## config.mk

```make
export PLATFORM = sky130hd
export DESIGN_NAME = lsm_base_cell
export DESIGN_NICKNAME = d
export VERILOG_FILES = /design/src/rtl/core/lsm_pkg.sv /design/src/rtl/core/lsm_base_cell.sv
export SDC_FILE = /design/constraint.sdc
export NUM_CORES = 1
export LEC_CHECK = 0
export BUFFER_PORTS_ARGS = -buffer_cell sky130_fd_sc_hd__buf_2
export CAP_MARGIN = 20
export CELL_PAD_IN_SITES_DETAIL_PLACEMENT = 1
export CELL_PAD_IN_SITES_GLOBAL_PLACEMENT = 1
export CORE_AREA = 4 4 41 43
export DETAILED_ROUTE_END_ITERATION = 8
export DIE_AREA = 0 0 45 47
export GPL_ROUTABILITY_DRIVEN = 0
export GPL_TIMING_DRIVEN = 0
export HOLD_SLACK_MARGIN = 0.1
export PLACE_DENSITY = 0.69
export SLEW_MARGIN = 30
export SYNTH_ARGS = -nofsm -noshare
export SYNTH_HDL_FRONTEND = slang
export SYNTH_SLANG_ARGS = --single-unit
```

## constraint.sdc

```tcl
create_clock -name clk -period 2.2 [get_ports clk]
set_input_delay 0.22 -clock clk [delete_from_list [all_inputs] [get_ports clk]]
set_output_delay 0.22 -clock clk [all_outputs]
set_load 0.02 [all_outputs]
```

## src/rtl/core/lsm_pkg.sv

```systemverilog
// Shared types, constants and helper functions for the leader suffix matcher.
package lsm_pkg;

  localparam int NUM_LEADERS    = 4;
  localparam int MAX_LEADER_LEN = 22;
  localparam int MAX_TRIM       = 10;
  localparam int POS_W          = 16;
  localparam int BASES_W        = 44;
  localparam int LEN_W          = 5;
  localparam int LEAD_W         = 2;
  localparam int CODE_W         = 3;
  localparam int PADDR_W        = 6;
  localparam int PDATA_W        = 64;

  localparam logic [CODE_W-1:0] CODE_OTHER = 3'd4;
  localparam logic [POS_W-1:0]  POS_MAX    = {POS_W{1'b1}};

  // Leader length register reset values
  localparam logic [LEN_W-1:0] LEN_RESET [NUM_LEADERS] = '{5'd22, 5'd22, 5'd22, 5'd21};

  // Register map, one 64-bit register every 8 bytes
  typedef enum logic [2:0] {
    REG_BASES_A = 3'd0,
    REG_BASES_B = 3'd1,
    REG_BASES_C = 3'd2,
    REG_BASES_D = 3'd3,
    REG_LEN_A   = 3'd4,
    REG_LEN_B   = 3'd5,
    REG_LEN_C   = 3'd6,
    REG_LEN_D   = 3'd7
  } reg_idx_t;

  typedef struct packed {
    logic [CODE_W-1:0] base_code;
    logic              last_base;
  } in_item_t;

  typedef struct packed {
    logic              found;
    logic [LEAD_W-1:0] leader_index;
    logic [POS_W-1:0]  start_position;
    logic [LEN_W-1:0]  matched_length;
    logic              overflow;
  } out_item_t;

  // Best match candidate for one trim amount
  typedef struct packed {
    logic              hit;
    logic [POS_W-1:0]  start;
    logic [LEAD_W-1:0] lead;
  } cand_t;

  localparam cand_t CAND_RESET = '{hit: 1'b0, start: POS_MAX, lead: '0};

  // Control from the top level into each trim cell
  typedef struct packed {
    logic upd;
    logic clr;
  } trim_ctl_t;

  // Leader length clamped to the history depth
  function automatic logic [LEN_W-1:0] eff_len(logic [LEN_W-1:0] n);
    logic [LEN_W-1:0] r;
    r = (n > LEN_W'(MAX_LEADER_LEN)) ? LEN_W'(MAX_LEADER_LEN) : n;
    return r;
  endfunction

  // Leader base expected at history slot j (slot 0 = newest base)
  function automatic logic [1:0] exp_base(logic [BASES_W-1:0] bases,
                                          logic [LEN_W-1:0] len_e, int j);
    int         idx;
    logic [1:0] r;
    idx = int'(len_e) - 1 - j;
    if (idx < 0 || idx >= MAX_LEADER_LEN) begin
      r = 2'd0;
    end else begin
      r = bases[2*idx +: 2];
    end
    return r;
  endfunction

  // Earlier start wins; on equal start the lower leader wins
  function automatic cand_t better(cand_t a, cand_t b);
    cand_t r;
    if (a.hit && (!b.hit || {a.start, a.lead} <= {b.start, b.lead})) begin
      r = a;
    end else begin
      r = b;
    end
    return r;
  endfunction

endpackage

```

## src/rtl/core/lsm_base_cell.sv

```systemverilog
// One history cell: holds a base, passes it down the chain, compares it to each leader.
module lsm_base_cell import lsm_pkg::*; (
  input  logic                          clk,
  input  logic                          rst_n,
  input  logic                          shift_en,
  input  logic                          kill,
  input  logic [CODE_W-1:0]             base_in,
  input  logic [NUM_LEADERS-1:0][1:0]   exp_in,
  output logic [CODE_W-1:0]             base_out,
  output logic [NUM_LEADERS-1:0]        eq
);

  logic [CODE_W-1:0] base_r;
  logic [CODE_W-1:0] base_nxt;

  // Shift in the neighbor's base; kill drops the previous sequence
  always_comb begin
    base_nxt = base_r;
    if (shift_en) begin
      base_nxt = kill ? CODE_OTHER : base_in;
    end
  end

  always_ff @(posedge clk) begin
    if (!rst_n) begin
      base_r <= CODE_OTHER;
    end else begin
      base_r <= base_nxt;
    end
  end

  assign base_out = base_r;

  // Codes 4 to 7 never match
  always_comb begin
    for (int l = 0; l < NUM_LEADERS; l++) begin
      eq[l] = !base_r[2] && (base_r[1:0] == exp_in[l]);
    end
  end

endmodule

```

# ---- Word-level counts from Yosys, hierarchy flattened
# Index checks and enable logic that the tools add are counted.
dict set report totals {
  register_bits 3
  inputBits 15
  output_inout_bits 7
  word_cells 11
}
dict set report op_classes {
  eq_ne 4
  mux 1
  n_reduce_logical 5
}
# op count
set op_table {}
lappend op_table {{$eq A2 B2 Y1} 4}
lappend op_table {{$logic_and A1 B1 Y1} 4}
lappend op_table {{$mux W3} 1}
lappend op_table {{$logic_not A1 Y1} 1}

# ---- Longest topological paths before layout
dict set report depth {
  word_depth 2
  ltp_mapped 3
  mapped_depth_nobuf 2
}

# ---- Least setup slack after synthesis
# OpenSTA, ideal clock, no wires.
dict set report synth_timing {
  path_kind {flip-flop to output port}
  startpoint {register base_r[0], in the netlist base_out[0]}
  endpoint {output port eq[0]}
  arrival_ns 1.160
  required_time_ns 1.980
  slack_ns 0.820
  path_stages_with_launch 4
  n_path_buf 1
  cell_sequence {dfxtp_1 > buf_6 > xor2_1 > nor3_1}
}
dict set report synth_between {
  elab_chain_cells 2
}
# item line
set synth_rtl {}
lappend synth_rtl {{from (decl)} lsm_base_cell.sv:13} ;# logic [CODE_W-1:0] base_r;
lappend synth_rtl {{from (signal assigned)} lsm_base_cell.sv:28} ;# base_r <= base_nxt;
lappend synth_rtl {{$eq A2 B2 Y1} lsm_base_cell.sv:37} ;# eq[l] = !base_r[2] && (base_r[1:0] == exp_in[l]);
lappend synth_rtl {{$logic_and A1 B1 Y1} lsm_base_cell.sv:37}
lappend synth_rtl {{to (decl)} lsm_base_cell.sv:10} ;# output logic [NUM_LEADERS-1:0] eq
# No other way between the ends.

# ---- Worst setup path after layout
dict set report layout_timing {
  startpoint {register base_r[0], in the netlist base_out[0]}
  endpoint {output port eq[3]}
}
# The elaborated chain is that of the path after synthesis.

==> out/summary.txt <==
Hold_sp: rst_n
Htree depth: 1
Number of remaining DRC errors: 0
Die width: 45 um
Status: finished clean
FILL cells: 168
Initial antenna violation count: 0
Critical Path RT: 1980 ps
Number of routed nets with antenna violations: 0
CP Class: flip-flop to output port
Cell Area, Placed: 349.1 um^2
TritonCTS Buffers: 3
PostCTS Resize Cnt: 0
Max clock buf depth: 2
Final Hold Viols: 0
Power Total: 193.8 uW
Post-CTS Setup Inserts: 0
Via-per-instance ratio: 4.061
N_diodes: 0
Initial Utilization: 17.31%
Warnings, synthesis: 0
Startpoint Class: flip-flop
Minimum clock period: 1417 ps
Worst vdd ir: 0.2291 mV
Logic pwr share: 21.0%
Global route overflow: 0
DR pass1 iterations: 2
Int Pwr: 146.0 uW
Die Y: 47 um
CTS tree: yes
Final Cycle Share: 64.41%
Largest net degree at the start of global routing: 7
Fin area: 375.4 um^2
Crit path max fanout: 5
End of the worst register-to-register path: base_out[1]
Worst hold endpoint: base_out[2]
P per Cell Area: 516.4 nW/um^2
Number of core rows: 13
Hold-fix buffers, CTS: 0
Worst hold path type: primary input to flip-flop
Synthesized area: 225.2 um^2
Footprint of the multi-input gates: 148.9 um^2
Final Max Tran Viols: 0
Syn nets: 41
Register area share after synthesis: 26.67%
Setup tns final: 0 ps
Initial DRC count: 2
Cells after DPL: 62
Hold path cells: 2
First-pass GRT wire length: 1097 um
Worst r2r path cells: 3
Layout Utilization: 28.85%
NetSw: 47.82 uW
Port bufs: 21
Total track usage: 7.425%
Sequential cell area: 60.06 um^2
Sequential power share: 30.3%
Die area: 2115 um^2
Total Nets Final: 67
Worst-margin pin slew: 222.4 ps
Worst reg2reg setup slack: 1470 ps
Avg Inst Size Synth: 8.662 um^2
Syn Inst Count: 26
Count of cell types in the netlist: 11
CTS Sinks: 3
Area grow syn2layout: 66.67%
Clock transition at path regs: 40 ps
Unrepaired setup endpoints after global routing: false
Leakage: 0.2068 nW
Detailed Route WL: 691 um
Setup violations, final: 0
Crit path arrival time: 1200 ps
Post-detail-place hpwl: 592.4 um
Sw Share: 24.67%
Root Driver: clkbuf_4
Clk_lat worst skew: 230 ps
Synth Register Bits: 3
Clk_skew: 0 ps
Clk pwr share: 48.7%
Max-cap violation count: 0
WL per Instance: 10.47 um
Finished Layout Cells: 66
I/O pins: 22
Core Area: 1301 um^2
Proportion of layout cells with a drive suffix above 1: 50.98%
Setup crit end kind: output port
Fmax: 705.7 MHz
Relative slew slack: 85.15%
Largest register FFs: 3
Reg2reg start: base_out[1]
Total number of vias: 268
Vias in the first global route: 291
-- worst max-delay path, cell delays in order (launching register included) --
cell and delay (ps):
dfxtp_1 310, buf_6 130, xor2_1 150, nor3_1 190
buf_2 200
-- power by group through the flow --
stage	registers [mW]	logic [mW]	clock network [mW]
2_1_floorplan	0.0618	0.0182	0
3_3_place_gp	0.0594	0.0409	0
3_5_place_dp	0.0594	0.0415	0
4_1_cts	0.0587	0.0417	0.0996
5_1_grt	0.0590	0.0455	0.0997
6_report	0.0588	0.0408	0.0943
-- cell usage after synthesis --
cell | number | area (um^2)
a21boi_1 | 2 | 15.01
buf_2 | 1 | 5.000
buf_6 | 1 | 11.26
dfxtp_1 | 3 | 60.06
nand2b_1 | 2 | 12.51
nand3b_1 | 2 | 15.01
nor2_1 | 1 | 3.750
nor3_1 | 4 | 20.02
nor3b_1 | 1 | 7.510
o21ai_1 | 1 | 5.000
xor2_1 | 8 | 70.07
-- worst max path at each step --
stage / cells past startpoint / start / to
finish: 4 / base_out[0] / eq[3]
CTS: 4 / base_out[0] / eq[3]
global placement: 4 / base_out[0] / eq[3]
detailed placement: 4 / base_out[0] / eq[3]
floorplan: 3 / base_out[0] / eq[0]
global route: 4 / base_out[1] / eq[3]
-- stage by stage --
stage	worst slack (ps)	hold WS, ps
3_3_place_gp	1050	433.9
5_1_grt	706.1	204.5
6_report	783.0	199.9
3_5_place_dp	1031	438.7
2_1_floorplan	820.3	300.0
4_1_cts	772.3	190.0
-- cell type report --
type,instances,area share [%]
clock buffers,4,7.000
multi-input cells,21,39.67
repair buffers,21,28.00
flip-flops and latches,3,16.00
plain buffers,2,4.333
well taps,15,5.000
-- cells in the final DEF (no fill, tap or decap) --
cell type	count
nor3b_1	1
buf_2	22
clkbuf_4	3
xor2_1	8
nand2b_1	2
buf_6	1
nor3_1	4
nand3b_1	2
a21boi_1	2
clkbuf_1	1
nor2_1	1
o21ai_1	1
dfxtp_1	3
-- kinds of logic (layout without fill, tap and decap cells) --
kind of cell           Yosys count  in the layout  synth area share [%]
buffers and inverters            2             27                 7.220
XOR/XNOR                         8              8                 31.11
AO/OA/AOI/OAI                    3              3                 8.885
AND/OR/NAND/NOR                 10             10                 26.11
flip-flops                       3              3                 26.67
-- layer usage --
metal | GRT usage, % | share of wire (%)
met1 | 7.045 | 38
met2 | 12.99 | 47
met3 | 1.916 | 14
met4 | 7.018 | 0.29
met5 | 0 | 0
No activity file was read; power rests on OpenSTA's default activity.
