===== config.mk =====
export PLATFORM = sky130hd
export DESIGN_NAME = lsm_trim_cell
export DESIGN_NICKNAME = d
export VERILOG_FILES = /design/src/rtl/core/lsm_pkg.sv /design/src/rtl/core/lsm_trim_cell.sv
export SDC_FILE = /design/constraint.sdc
export NUM_CORES = 1
export LEC_CHECK = 0
export BUFFER_PORTS_ARGS = -buffer_cell sky130_fd_sc_hd__buf_2
export CAP_MARGIN = 30
export CORE_UTILIZATION = 48
export DETAILED_ROUTE_END_ITERATION = 12
export PLACE_DENSITY = 0.86
export SYNTH_ARGS = -nofsm -noshare
export SYNTH_HDL_FRONTEND = slang
export SYNTH_SLANG_ARGS = --single-unit
export TNS_END_PERCENT = 10

===== constraint.sdc =====
create_clock -name clk -period 7 [get_ports clk]
set_input_delay 0.7 -clock clk [delete_from_list [all_inputs] [get_ports clk]]
set_output_delay 0.7 -clock clk [all_outputs]
set_load 0.02 [all_outputs]

===== src/rtl/core/lsm_pkg.sv =====
// Shared types, constants and helper functions for the leader suffix matcher.
package lsm_pkg;

  localparam int NUM_LEADERS    = 4;
  localparam int MAX_LEADER_LEN = 22;
  localparam int MAX_TRIM       = 10;
  localparam int POS_W          = 16;
  localparam int BASES_W        = 44;
  localparam int LEN_W          = 5;
  localparam int LEAD_W         = 2;
  localparam int CODE_W         = 3;
  localparam int PADDR_W        = 6;
  localparam int PDATA_W        = 64;

  localparam logic [CODE_W-1:0] CODE_OTHER = 3'd4;
  localparam logic [POS_W-1:0]  POS_MAX    = {POS_W{1'b1}};

  // Leader length register reset values
  localparam logic [LEN_W-1:0] LEN_RESET [NUM_LEADERS] = '{5'd22, 5'd22, 5'd22, 5'd21};

  // Register map, one 64-bit register every 8 bytes
  typedef enum logic [2:0] {
    REG_BASES_A = 3'd0,
    REG_BASES_B = 3'd1,
    REG_BASES_C = 3'd2,
    REG_BASES_D = 3'd3,
    REG_LEN_A   = 3'd4,
    REG_LEN_B   = 3'd5,
    REG_LEN_C   = 3'd6,
    REG_LEN_D   = 3'd7
  } reg_idx_t;

  typedef struct packed {
    logic [CODE_W-1:0] base_code;
    logic              last_base;
  } in_item_t;

  typedef struct packed {
    logic              found;
    logic [LEAD_W-1:0] leader_index;
    logic [POS_W-1:0]  start_position;
    logic [LEN_W-1:0]  matched_length;
    logic              overflow;
  } out_item_t;

  // Best match candidate for one trim amount
  typedef struct packed {
    logic              hit;
    logic [POS_W-1:0]  start;
    logic [LEAD_W-1:0] lead;
  } cand_t;

  localparam cand_t CAND_RESET = '{hit: 1'b0, start: POS_MAX, lead: '0};

  // Control from the top level into each trim cell
  typedef struct packed {
    logic upd;
    logic clr;
  } trim_ctl_t;

  // Leader length clamped to the history depth
  function automatic logic [LEN_W-1:0] eff_len(logic [LEN_W-1:0] n);
    logic [LEN_W-1:0] r;
    r = (n > LEN_W'(MAX_LEADER_LEN)) ? LEN_W'(MAX_LEADER_LEN) : n;
    return r;
  endfunction

  // Leader base expected at history slot j (slot 0 = newest base)
  function automatic logic [1:0] exp_base(logic [BASES_W-1:0] bases,
                                          logic [LEN_W-1:0] len_e, int j);
    int         idx;
    logic [1:0] r;
    idx = int'(len_e) - 1 - j;
    if (idx < 0 || idx >= MAX_LEADER_LEN) begin
      r = 2'd0;
    end else begin
      r = bases[2*idx +: 2];
    end
    return r;
  endfunction

  // Earlier start wins; on equal start the lower leader wins
  function automatic cand_t better(cand_t a, cand_t b);
    cand_t r;
    if (a.hit && (!b.hit || {a.start, a.lead} <= {b.start, b.lead})) begin
      r = a;
    end else begin
      r = b;
    end
    return r;
  endfunction

endpackage


===== src/rtl/core/lsm_trim_cell.sv =====
// One trim cell: keeps the earliest match over all leaders for one trim amount.
module lsm_trim_cell import lsm_pkg::*; (
  input  logic                                clk,
  input  logic                                rst_n,
  input  trim_ctl_t                           ctl,
  input  logic [NUM_LEADERS-1:0]              hit_in,
  input  logic [NUM_LEADERS-1:0][POS_W-1:0]   start_in,
  output cand_t                               merged
);

  cand_t best_r;
  cand_t best_nxt;
  cand_t cand [NUM_LEADERS];
  cand_t pair_lo;
  cand_t pair_hi;

  // Candidates of this request, one per leader
  always_comb begin
    for (int l = 0; l < NUM_LEADERS; l++) begin
      cand[l].hit   = hit_in[l];
      cand[l].start = start_in[l];
      cand[l].lead  = LEAD_W'(l);
    end
  end

  // Two-level min tree, then against the stored best
  assign pair_lo = better(cand[0], cand[1]);
  assign pair_hi = better(cand[2], cand[3]);
  assign merged  = better(better(pair_lo, pair_hi), best_r);

  always_comb begin
    best_nxt = best_r;
    if (ctl.upd) begin
      best_nxt = ctl.clr ? CAND_RESET : merged;
    end
  end

  always_ff @(posedge clk) begin
    if (!rst_n) begin
      best_r <= CAND_RESET;
    end else begin
      best_r <= best_nxt;
    end
  end

endmodule

Yosys cells after proc, flatten, opt, wreduce, memory -nomap -nowiden

Cells that the tools add are included.

Register bits: 19
Latch bits: 0
Memory bits (writable): 0
Memory bits (read-only): 0
Bits of input ports: 72
Output and inout port bits: 19
Word-level logic and storage cells: 24
Memories kept: 0

Add/sub/neg operators: 0
Multiply operators: 0
Div/mod/pow operators: 0
Magnitude comparators: 4
Equal/unequal tests: 0
Shift operators: 0
Multiplexer cells: 5
Bitwise logic cells: 0
Reductions and logical operators: 12

Operator list:

| cell                 | number |
|---|---|
| 19-bit 2-to-1 mux    | 5 |
| 18-bit <= comparator | 4 |
| 1-bit logical AND    | 4 |
| 1-bit logical NOT    | 4 |
| 1-bit logical OR     | 4 |

Logic depth before layout (Yosys ltp)

Gate-level depths: netlist (run 1).

Depth in word-level cells: 13
Mapped depth: 28
Depth with buffers taken out: 26

Worst setup path before layout (run 1)

OpenSTA, ideal clock, no wires.

Kind: in2out
Start: input start_in[18] (netlist bit)
End: output merged[2] (netlist bit)
Arrival: 6027 ps
Required time: 6300 ps
Setup slack: 273 ps
Stages: 24
Buffers on the path: 3
Cells stage by stage: inv_1 -> ha_1 -> nand4b_1 -> a211oi_1 -> o311ai_2 -> nand2_2 -> buf_2 -> mux2i_1 -> inv_1 -> ha_1 -> nand4_1 -> a2111oi_0 -> nand2_1 -> o31ai_4 -> buf_6 -> mux2i_1 -> ha_1 -> and2_1 -> a221o_1 -> a21oi_1 -> a21o_1 -> nand2_1 -> clkbuf_1 -> o21ai_0

RTL lines:

| element     | line               | text |
|---|---|---|
| from (decl) | lsm_trim_cell.sv:7 | `input logic [NUM_LEADERS-1:0][POS_W-1:0] start_in,` |
| to (decl)   | lsm_trim_cell.sv:8 | `output cand_t merged` |

==> results.txt, run 1 <==
status = finished clean
critical path startpoint = start_in[53]
simple-gate share of the synthesized area = 0.104
number of standard cells after synthesis = 377
CTS H-Tree Depth = 1
Yosys reg bits = 19
Filler Cells Inserted = 450
worst path arrival time = 6.19 ns
first-pass GRT wire length = 13,300 µm
placed cell areas = 0.00382 mm²
CP delay by family, top = compound AO/OA/AOI/OAI gates
Placeable Area = 0.00610 mm²
max reg flops = 19
initial antenna violation count = 0
multi-input combinational cell area = 0.00257 mm²
Worst path slowest cell = mux2i_4
boundary pin count = 91
Least-Margin Pin Slew = 0.511 ns
# DRC = 0
grt ovf = 0
Synth Area in Compound Gates = 0.208
RePlAce Congestion = 0.912
Starting Density = 0.511
design area = 0.00420 mm²
wire length per cell = 16.0 µm
post-synth top area share = 0.253
die width = 82.6 µm
Rows = 28
Syn. warnings = 0
Post-synth EDFFs = 0
hold buffers post-CTS = 0
Final Hold Viols = 0
largest net degree at the start of global routing = 20
# diodes = 0
FMAX = 0.145 GHz
Post-Syn Nets = 512
Post-Synth Adder-Cell Area = 0.253
Largest regs = best_r: 19 flops
post-synth top area cell = ha_1
setup violators final = 0
layout net count = 641
clk_skew = 0.0105 ns
Worst R2R Start = best_r[11]
Cell Pwr Density = 142 mW/mm²
Detailed Place HPWL = 6980 µm
layout cell share with drive strength beyond 1 = 0.372
Largest Register = best_r
Worst Path Buf+Inv = 7
worst hold margin = 0.503 ns
CP Max Fanout = 11
Max Slew Vio Count = 0
hold_sp = best_r[0]
mux cell area share after synthesis = 0.210
die area = 0.00682 mm²
Routed Antenna Nets = 0
Crit Path Class = input port to output port
TritonCTS Buffers = 3
Layout area overhead = 34.7%
Synth Area per Inst = 8.26 µm²
Async SR Flop Fraction = 0
CTS Sinks = 19
CTS root buffer = clkbuf_8
Clock Latency Late Sink = 0.27 ns
Clock transition at path regs = 0.07 ns
1st-pass router iterations = 4
CTS tree = done
Slew HR = 0.659
largest family of logic cells by synthesized area = adder cells
via count = 3,370
max incr delay on CP = 0.33 ns
DR iter-0 viols = 153
post-layout minimum cycle time = 6.89 ns
highest ir drop seen on vdd = 0.133 mV
Buffers on Ports = 90
kind of start point of the critical path = input port
register area = 380 µm²
main area contributors after synthesis = ha_1 (25%), mux2i_1 (15%), dfxtp_1 (12%), inv_1 (8.3%), mux2_2 (4.7%)
CP endpoint kind = output port
dominant synthesized flop cell = dfxtp_1
final WL = 9290 µm
worst hold path type = flip-flop to flip-flop
Post-Syn Area = 0.00312 mm²
Synth Area in XOR/XNOR = 0
Leak Pwr = 2.32 nW
number of max-cap violations = 0
CTS Buffer Depth = 2
most common cell after layout, fill and taps aside = buf_2
Distinct cells, synth = 47
Tot GR Track Use = 0.252
Worst Path Required = 6.30 ns
most frequent cells in the layout = buf_2 (90), inv_1 (69), ha_1 (62), buf_4 (36), mux2i_1 (35)
sequential area share after synthesis = 0.122
via density per instance = 5.81
Chip Height = 82.6 µm
fin crit share = 0.985
vias in the first global route = 3,147
==> logic make-up (layout without fill, tap and decap cells) <==
family | after synthesis | in the layout
compound gates | 85 | 85
fa+ha+maj | 63 | 63
buf+inv | 79 | 207
flops | 19 | 19
mux | 63 | 63
simple gates | 68 | 68
==> cells in the mapped netlist, types with 3 or more instances <==
cell type	number
a211oi_1	7
a21o_1	5
a21oi_1	23
a221oi_2	7
buf_6	3
clkbuf_1	3
dfxtp_1	19
ha_1	63
inv_1	69
mux2_2	13
mux2i_1	47
nand2_1	20
nand3_1	5
nand4_1	8
nor2_1	21
o21ai_0	10
o21ai_1	5
o22a_1	8
==> power by group <==
group | internal (mW) | switching (mW) | leakage [nW]
Clock | 0.0398 | 0.0410 | 0.0255
Sequential | 0.116 | 0.00566 | 0.156
Combinational | 0.182 | 0.210 | 2.14
Total | 0.338 | 0.257 | 2.32
==> per-layer routing <==
metal / GRT usage / wire, µm / vias up
met5: 0 / 0 / -
met4: 0.0724 / 192 / 0
met3: 0.0374 / 606 / 23
met2: 0.482 / 4850 / 140
met1: 0.285 / 3640 / 1587
li1: - / - / 1620
==> worst register-to-register path: cells and delay by family, from the launching register on <==
family	cells	cell delay (ns)
DFF	1	0.35
adders and majority gates	1	0.28
buffers and inverters	4	0.46
AOI/OAI and AO/OA	3	0.84
and+or+nand+nor	4	1.14
==> per-stage QoR <==
stage	utilization	std cells	setup TNS (ns)	setup slack, ns	power, mW
floorplan	-	377	0	0.273	0.347
global placement	0.627	561	-0.109	-0.0223	0.446
detailed placement	0.627	561	-2.71	-0.198	0.457
CTS	0.645	569	0	0.0147	0.551
global route	0.689	580	-0.832	-0.0888	0.632
finish	0.689	580	0	0.108	0.595
==> timing repair <==
| action | CTS | global route |
|---|---|---|
| setup buffers | 4 | 9 |
| resized for setup | 2 | 30 |
| pin swaps | 1 | 13 |
| endpoints found under the setup margin | 17 | 25 |
| gates cloned | 0 | 2 |
==> area by class of cell <==
cell class	instances	share of cell area
Multi-Input combinational cell	279	0.612
Timing Repair Buffer	132	0.201
Sequential cell	19	0.0906
Inverter	71	0.0635
Tap cell	75	0.0224
Clock buffer	3	0.00984
Clock inverter	1	0.00119
==> final timing paths <==
kind / end / slack (ns) / depth (start not counted)
worst max-delay path: merged[17] / 0.11 / 28
worst min-delay path: best_r[0] / 0.50 / 2
worst max register to register: best_r[3] / 3.85 / 12
worst min register to register: best_r[0] / 0.50 / 2
Note: power is estimated with default switching activity, not from simulation.
==> inputs of run 2 (changes only) <==
--- a/config.mk
+++ b/config.mk
@@ -8,6 +8,7 @@
 export BUFFER_PORTS_ARGS = -buffer_cell sky130_fd_sc_hd__buf_2
 export CAP_MARGIN = 30
 export CORE_UTILIZATION = 48
+export CTS_BUF_LIST = sky130_fd_sc_hd__clkbuf_16
 export DETAILED_ROUTE_END_ITERATION = 12
 export PLACE_DENSITY = 0.86
 export SYNTH_ARGS = -nofsm -noshare
==> run 2 against run 1 <==
  * Sequential power about the same
  * Largest cell class unchanged
  * Flip-flop and latch count did not move
  * Total power is 4.6% higher
  * Core utilization decreased by 1.3 points
  * Combinational power is 4% lower
  * Non-clock buffer count unchanged
  * Critical path depth grew 1
==> results.txt, run 2 (same netlist as run 1, synthesis figures left out) <==
Largest regs = best_r: 19 flops (unchanged)
utilization after layout = 0.676 (was 0.689)
highest ir drop seen on vdd = 0.136 mV (was 0.133 mV)
final worst slack = 0.00611 ns (was 0.108 ns)
CTS tree = done (unchanged)
Clock Latency Late Sink = 0.26 ns (was 0.27 ns)
post-layout minimum cycle time = 6.99 ns (was 6.89 ns)
Worst R2R Start = best_r[7] (was best_r[11])
FMAX = 0.143 GHz (was 0.145 GHz)
Reg2Reg Depth = 11 (was 12)
RePlAce Congestion = 0.912 (unchanged)
# diodes = 0 (unchanged)
grt ovf = 0 (unchanged)
max reg flops = 19 (unchanged)
final WL = 9160 µm (was 9290 µm)
Tot GR Track Use = 0.251 (was 0.252)
Least-Margin Pin Slew = 0.480 ns (was 0.511 ns)
DR iter-0 viols = 198 (was 153)
Layout area overhead = 32.2% (was 34.7%)
worst hold path type = flip-flop to flip-flop (unchanged)
number of max-cap violations = 0 (unchanged)
CTS Buffer Depth = 2 (unchanged)
TritonCTS Buffers = 3 (unchanged)
r2r setup slk = 4.00 ns (was 3.85 ns)
boundary pin count = 91 (unchanged)
Final Hold Viols = 0 (unchanged)
vias in the first global route = 3,111 (was 3,147)
fin crit share = 0.999 (was 0.985)
via count = 3,344 (was 3,370)
setup TNS = 0 ns (unchanged)
Worst path slowest cell = a211oi_2 (was mux2i_4)
hold_sp = best_r[0] (unchanged)
Buffers on Ports = 90 (unchanged)
layout cell share with drive strength beyond 1 = 0.368 (was 0.372)
Largest Register = best_r (unchanged)
Routed Antenna Nets = 0 (unchanged)
Slew HR = 0.680 (was 0.659)
layout net count = 641 (unchanged)
CTS H-Tree Depth = 1 (unchanged)
Chip Height = 82.6 µm (unchanged)
setup violators final = 0 (unchanged)
CTS root buffer = clkbuf_16 (was clkbuf_8)
die width = 82.6 µm (unchanged)
Max Slew Vio Count = 0 (unchanged)
via density per instance = 5.77 (was 5.81)
first-pass GRT wire length = 13,200 µm (was 13,300 µm)
max incr delay on CP = 0.35 ns (was 0.33 ns)
Crit Path Class = input port to output port (unchanged)
Placeable Area = 0.00610 mm² (unchanged)
# DRC = 0 (unchanged)
largest net degree at the start of global routing = 20 (unchanged)
Starting Density = 0.511 (unchanged)
status = finished clean (unchanged)
CP Max Fanout = 9 (was 11)
Detailed Place HPWL = 6980 µm (unchanged)
initial antenna violation count = 0 (unchanged)
Tot Pwr = 0.622 mW (was 0.595 mW)
Crit Reg-Reg Endpoint = best_r[3] (unchanged)
Clock transition at path regs = 0.05 ns (was 0.07 ns)
kind of start point of the critical path = input port (unchanged)
hold worst-path end = best_r[0] (unchanged)
most common cell after layout, fill and taps aside = buf_2 (unchanged)
pre-CTS setup slack = -0.198 ns (unchanged)
Worst Path Required = 6.30 ns (about the same)
Leak Pwr = 2.32 nW (about the same)
clk_skew = 0.00395 ns (was 0.0105 ns)
die area = 0.00682 mm² (unchanged)
Cell Pwr Density = 151 mW/mm² (was 142 mW/mm²)
hold buffers post-CTS = 0 (unchanged)
Rows = 28 (unchanged)
1st-pass router iterations = 5 (was 4)
WHS Path Cells = 2 (unchanged)
worst path arrival time = 6.29 ns (was 6.19 ns)
CP endpoint kind = output port (unchanged)
most frequent cells in the layout = buf_2 (90), inv_1 (69), ha_1 (63), buf_4 (40), mux2i_1 (38) (was buf_2 (90), inv_1 (69), ha_1 (62), buf_4 (36), mux2i_1 (35))
wire length per cell = 15.8 µm (was 16.0 µm)
CTS Sinks = 19 (unchanged)
[run 2: stage by stage]
stage / cells / area [µm²] / hold WS, ns
after global routing: 580 / 4120 / 0.520
after floorplan: 377 / 3120 / 0.460
final: 580 / 4120 / 0.500
after detailed placement: 561 / 3820 / 0.492
after global placement: 561 / 3820 / 0.483
after CTS: 569 / 3940 / 0.501
[run 2: layout make-up]
cell class | instances | area (µm²)
clock buffers | 3 | 75.1
clock inverters | 1 | 5.00
fillers | 453 | 1980
inverters | 71 | 267
multi-input cells | 279 | 2500
flip-flops and latches | 19 | 380
well taps | 75 | 93.8
repair buffers | 132 | 796
[run 2: what timing repair did]
action,CTS,global route
pin swaps,1,6
gates resized for setup,2,21
hold endpoints to repair,0,0
gates cloned,0,1
setup buffers,4,10
setup endpoints to repair,18,21
[run 2: where the power goes]
group,leakage (nW),switching (mW),internal [mW]
Clock,0.0409,0.0446,0.0767
Combinational,2.13,0.207,0.172
Sequential,0.156,0.00562,0.116
Total,2.32,0.257,0.365
[run 2: metal layers]
| metal | track usage | up-vias | wire length, µm |
|---|---|---|---|
| met5 | 0 | - | 0 |
| met4 | 0.0621 | 0 | 189 |
| met1 | 0.291 | 1576 | 3790 |
| met3 | 0.0330 | 20 | 481 |
| met2 | 0.479 | 130 | 4690 |
| li1 | - | 1618 | - |
[run 2: worst max-delay path, delay by kind of cell]
| kind | cells | cell delay (ns) |
|---|---|---|
| and+or+nand+nor | 5 | 0.73 |
| adders and majority gates | 3 | 0.86 |
| muxes | 3 | 0.72 |
| AOI/OAI and AO/OA | 10 | 2.12 |
| buffers and inverters | 8 | 1.15 |
[run 2: how the worst max path moves through the flow]
stage / start / endpoint / slack (ns) / depth (start not counted)
floorplan: start_in[18] / merged[2] / 0.27 / 24
global placement: start_in[55] / merged[3] / -0.02 / 26
detailed placement: start_in[54] / merged[17] / -0.20 / 27
CTS: start_in[18] / merged[17] / 0.03 / 29
global route: start_in[53] / merged[16] / -0.15 / 27
finish: start_in[18] / merged[16] / 0.006 / 29
==> inputs of run 3 (changes only) <==
--- a/config.mk
+++ b/config.mk
@@ -11,6 +11,7 @@
 export CTS_BUF_LIST = sky130_fd_sc_hd__clkbuf_16
 export DETAILED_ROUTE_END_ITERATION = 12
 export PLACE_DENSITY = 0.86
+export REMOVE_ABC_BUFFERS = 1
 export SYNTH_ARGS = -nofsm -noshare
 export SYNTH_HDL_FRONTEND = slang
 export SYNTH_SLANG_ARGS = --single-unit
==> run 3 against run 2 <==
  * Critical path depth is 3 lower
  * Maximum frequency is 1.3% higher
  * Flip-flop and latch count stayed put
  * Clock power is 5% higher
  * Core utilization is 4.3 points higher
  * Non-clock buffer count is 4 higher
  * Design area is 6.3% higher
  * Sequential power hardly changed
  * Total power is 9.5% higher
  * Register-to-register slack hardly changed
  * Final cell count is 0.69% higher
  * Critical endpoint is now merged[17]
==> results.txt, run 3 (same netlist as run 1, synthesis figures left out) <==
status = finished clean (unchanged)
CP delay by family, top = compound AO/OA/AOI/OAI gates (unchanged)
Placeable Area = 0.00610 mm² (unchanged)
final WL = 10,700 µm (was 9160 µm)
Buffers on Ports = 90 (unchanged)
worst path arrival time = 6.21 ns (was 6.29 ns)
Leak Pwr = 2.33 nW (was 2.32 nW)
boundary pin count = 91 (unchanged)
utilization after layout = 0.719 (was 0.676)
Detailed Place HPWL = 7530 µm (was 6980 µm)
CTS root buffer = clkbuf_16 (unchanged)
design area = 0.00438 mm² (was 0.00412 mm²)
largest net degree at the start of global routing = 18 (was 20)
Clock Latency Late Sink = 0.27 ns (was 0.26 ns)
Starting Density = 0.511 (unchanged)
RePlAce Congestion = 0.921 (was 0.912)
fin cells = 584 (was 580)
Least-Margin Pin Slew = 0.550 ns (was 0.480 ns)
vias in the first global route = 3,215 (was 3,111)
Layout area overhead = 40.6% (was 32.2%)
Rows = 28 (unchanged)
Final Hold Viols = 0 (unchanged)
Clock transition at path regs = 0.06 ns (was 0.05 ns)
most common cell after layout, fill and taps aside = buf_2 (unchanged)
CTS Buffer Depth = 2 (unchanged)
layout cell share with drive strength beyond 1 = 0.420 (was 0.368)
via count = 3,511 (was 3,344)
Worst Path Buf+Inv = 7 (was 8)
clk_skew = 0.00689 ns (was 0.00395 ns)
max reg flops = 19 (unchanged)
Worst path slowest cell = a211oi_1 (was a211oi_2)
Routed Antenna Nets = 0 (unchanged)
kind of start point of the critical path = input port (unchanged)
Tot Pwr = 0.682 mW (was 0.622 mW)
Worst Path Required = 6.30 ns (about the same)
# DRC = 0 (unchanged)
placed cell areas = 0.00383 mm² (was 0.00382 mm²)
Max Slew Vio Count = 0 (unchanged)
CTS Sinks = 19 (unchanged)
wire length per cell = 18.3 µm (was 15.8 µm)
grt ovf = 0 (unchanged)
first-pass GRT wire length = 14,200 µm (was 13,200 µm)
Largest Register = best_r (unchanged)
# diodes = 0 (unchanged)
critical path's most frequent cell = ha_1
1st-pass router iterations = 6 (was 5)
CP Max Fanout = 7 (was 9)
Crit Path Class = input port to output port (unchanged)
layout net count = 645 (was 641)
post-layout minimum cycle time = 6.91 ns (was 6.99 ns)
die width = 82.6 µm (unchanged)
Largest regs = best_r: 19 flops (unchanged)
placed cell count = 563 (was 561)
CP endpoint kind = output port (unchanged)
Cell Pwr Density = 156 mW/mm² (was 151 mW/mm²)
initial antenna violation count = 0 (unchanged)
DR iter-0 viols = 227 (was 198)
die area = 0.00682 mm² (unchanged)
Tot GR Track Use = 0.272 (was 0.251)
highest ir drop seen on vdd = 0.161 mV (was 0.136 mV)
worst hold path type = flip-flop to flip-flop (unchanged)
Chip Height = 82.6 µm (unchanged)
most frequent cells in the layout = buf_2 (91), inv_1 (68), ha_1 (58), buf_4 (37), mux2i_1 (22) (was buf_2 (90), inv_1 (69), ha_1 (63), buf_4 (40), mux2i_1 (38))
FMAX = 0.145 GHz (was 0.143 GHz)
fin crit share = 0.987 (was 0.999)
Slew HR = 0.623 (was 0.680)
number of max-cap violations = 0 (unchanged)
setup TNS = 0 ns (unchanged)
via density per instance = 6.01 (was 5.77)
TritonCTS Buffers = 3 (unchanged)
CTS H-Tree Depth = 1 (unchanged)
setup violators final = 0 (unchanged)
CTS tree = done (unchanged)
max incr delay on CP = 0.37 ns (was 0.35 ns)
run 3: cell count changes in the layout (fill, tap and decap cells not counted), sizes merged:
cell	change
buf	+4
run 3: final cells by class:
cell class / instances / area [µm²]
sequential: 19 / 380
clock inverter: 1 / 5.00
fill: 452 / 1710
inverter: 71 / 267
timing repair buffer: 136 / 858
tap: 75 / 93.8
multi-input combinational: 279 / 2700
clock buffer: 3 / 75.1
run 3: power by group:
| part | switching (mW) | total, mW | internal (mW) |
|---|---|---|---|
| Clock | 0.0498 | 0.127 | 0.0770 |
| Combinational | 0.231 | 0.432 | 0.201 |
| Sequential | 0.00631 | 0.122 | 0.116 |
| Total | 0.287 | 0.682 | 0.394 |
run 3: routing by layer:
layer  track usage  wire [µm]
met1         0.325       4290
met2         0.479       5190
met3        0.0462        809
met4         0.110        410
met5             0          0
run 3: worst reg2reg max path: stages, from the launching register on:
cell      delay [ns]
dfxtp_1         0.40
inv_1           0.08
ha_1            0.29
and4_1          0.25
nand4_1         0.14
a211o_1         0.25
a21o_1          0.20
buf_4           0.14
buf_4           0.14
nand2_1         0.16
inv_1           0.11
and2_1          0.35
a221oi_2        0.40
run 3: what timing repair did:
item                                    in CTS  in global routing
gates resized for setup                      0                 65
cloned                                       0                  3
pin swaps                                    2                 17
endpoints found under the setup margin      18                 18
buffers inserted                             7                  7
hold buffers                                 0                  0
run 3: final timing paths:
| path | startpoint | slack [ns] | depth (start not counted) | end |
|---|---|---|---|---|
| setup / recovery | start_in[2] | 0.09 | 26 | merged[17] |
| hold / removal | best_r[0] | 0.50 | 2 | best_r[0] |
| setup reg to reg | best_r[12] | 3.99 | 12 | best_r[3] |
| hold reg to reg | best_r[0] | 0.50 | 2 | best_r[0] |
run 3: stage by stage:
step / setup slack, ns / hold WS (ns)
floorplan: -0.224 / 0.460
global placement: -0.195 / 0.484
detailed placement: -0.332 / 0.492
CTS: 0.0433 / 0.501
global route: -0.186 / 0.526
finish: 0.0939 / 0.504
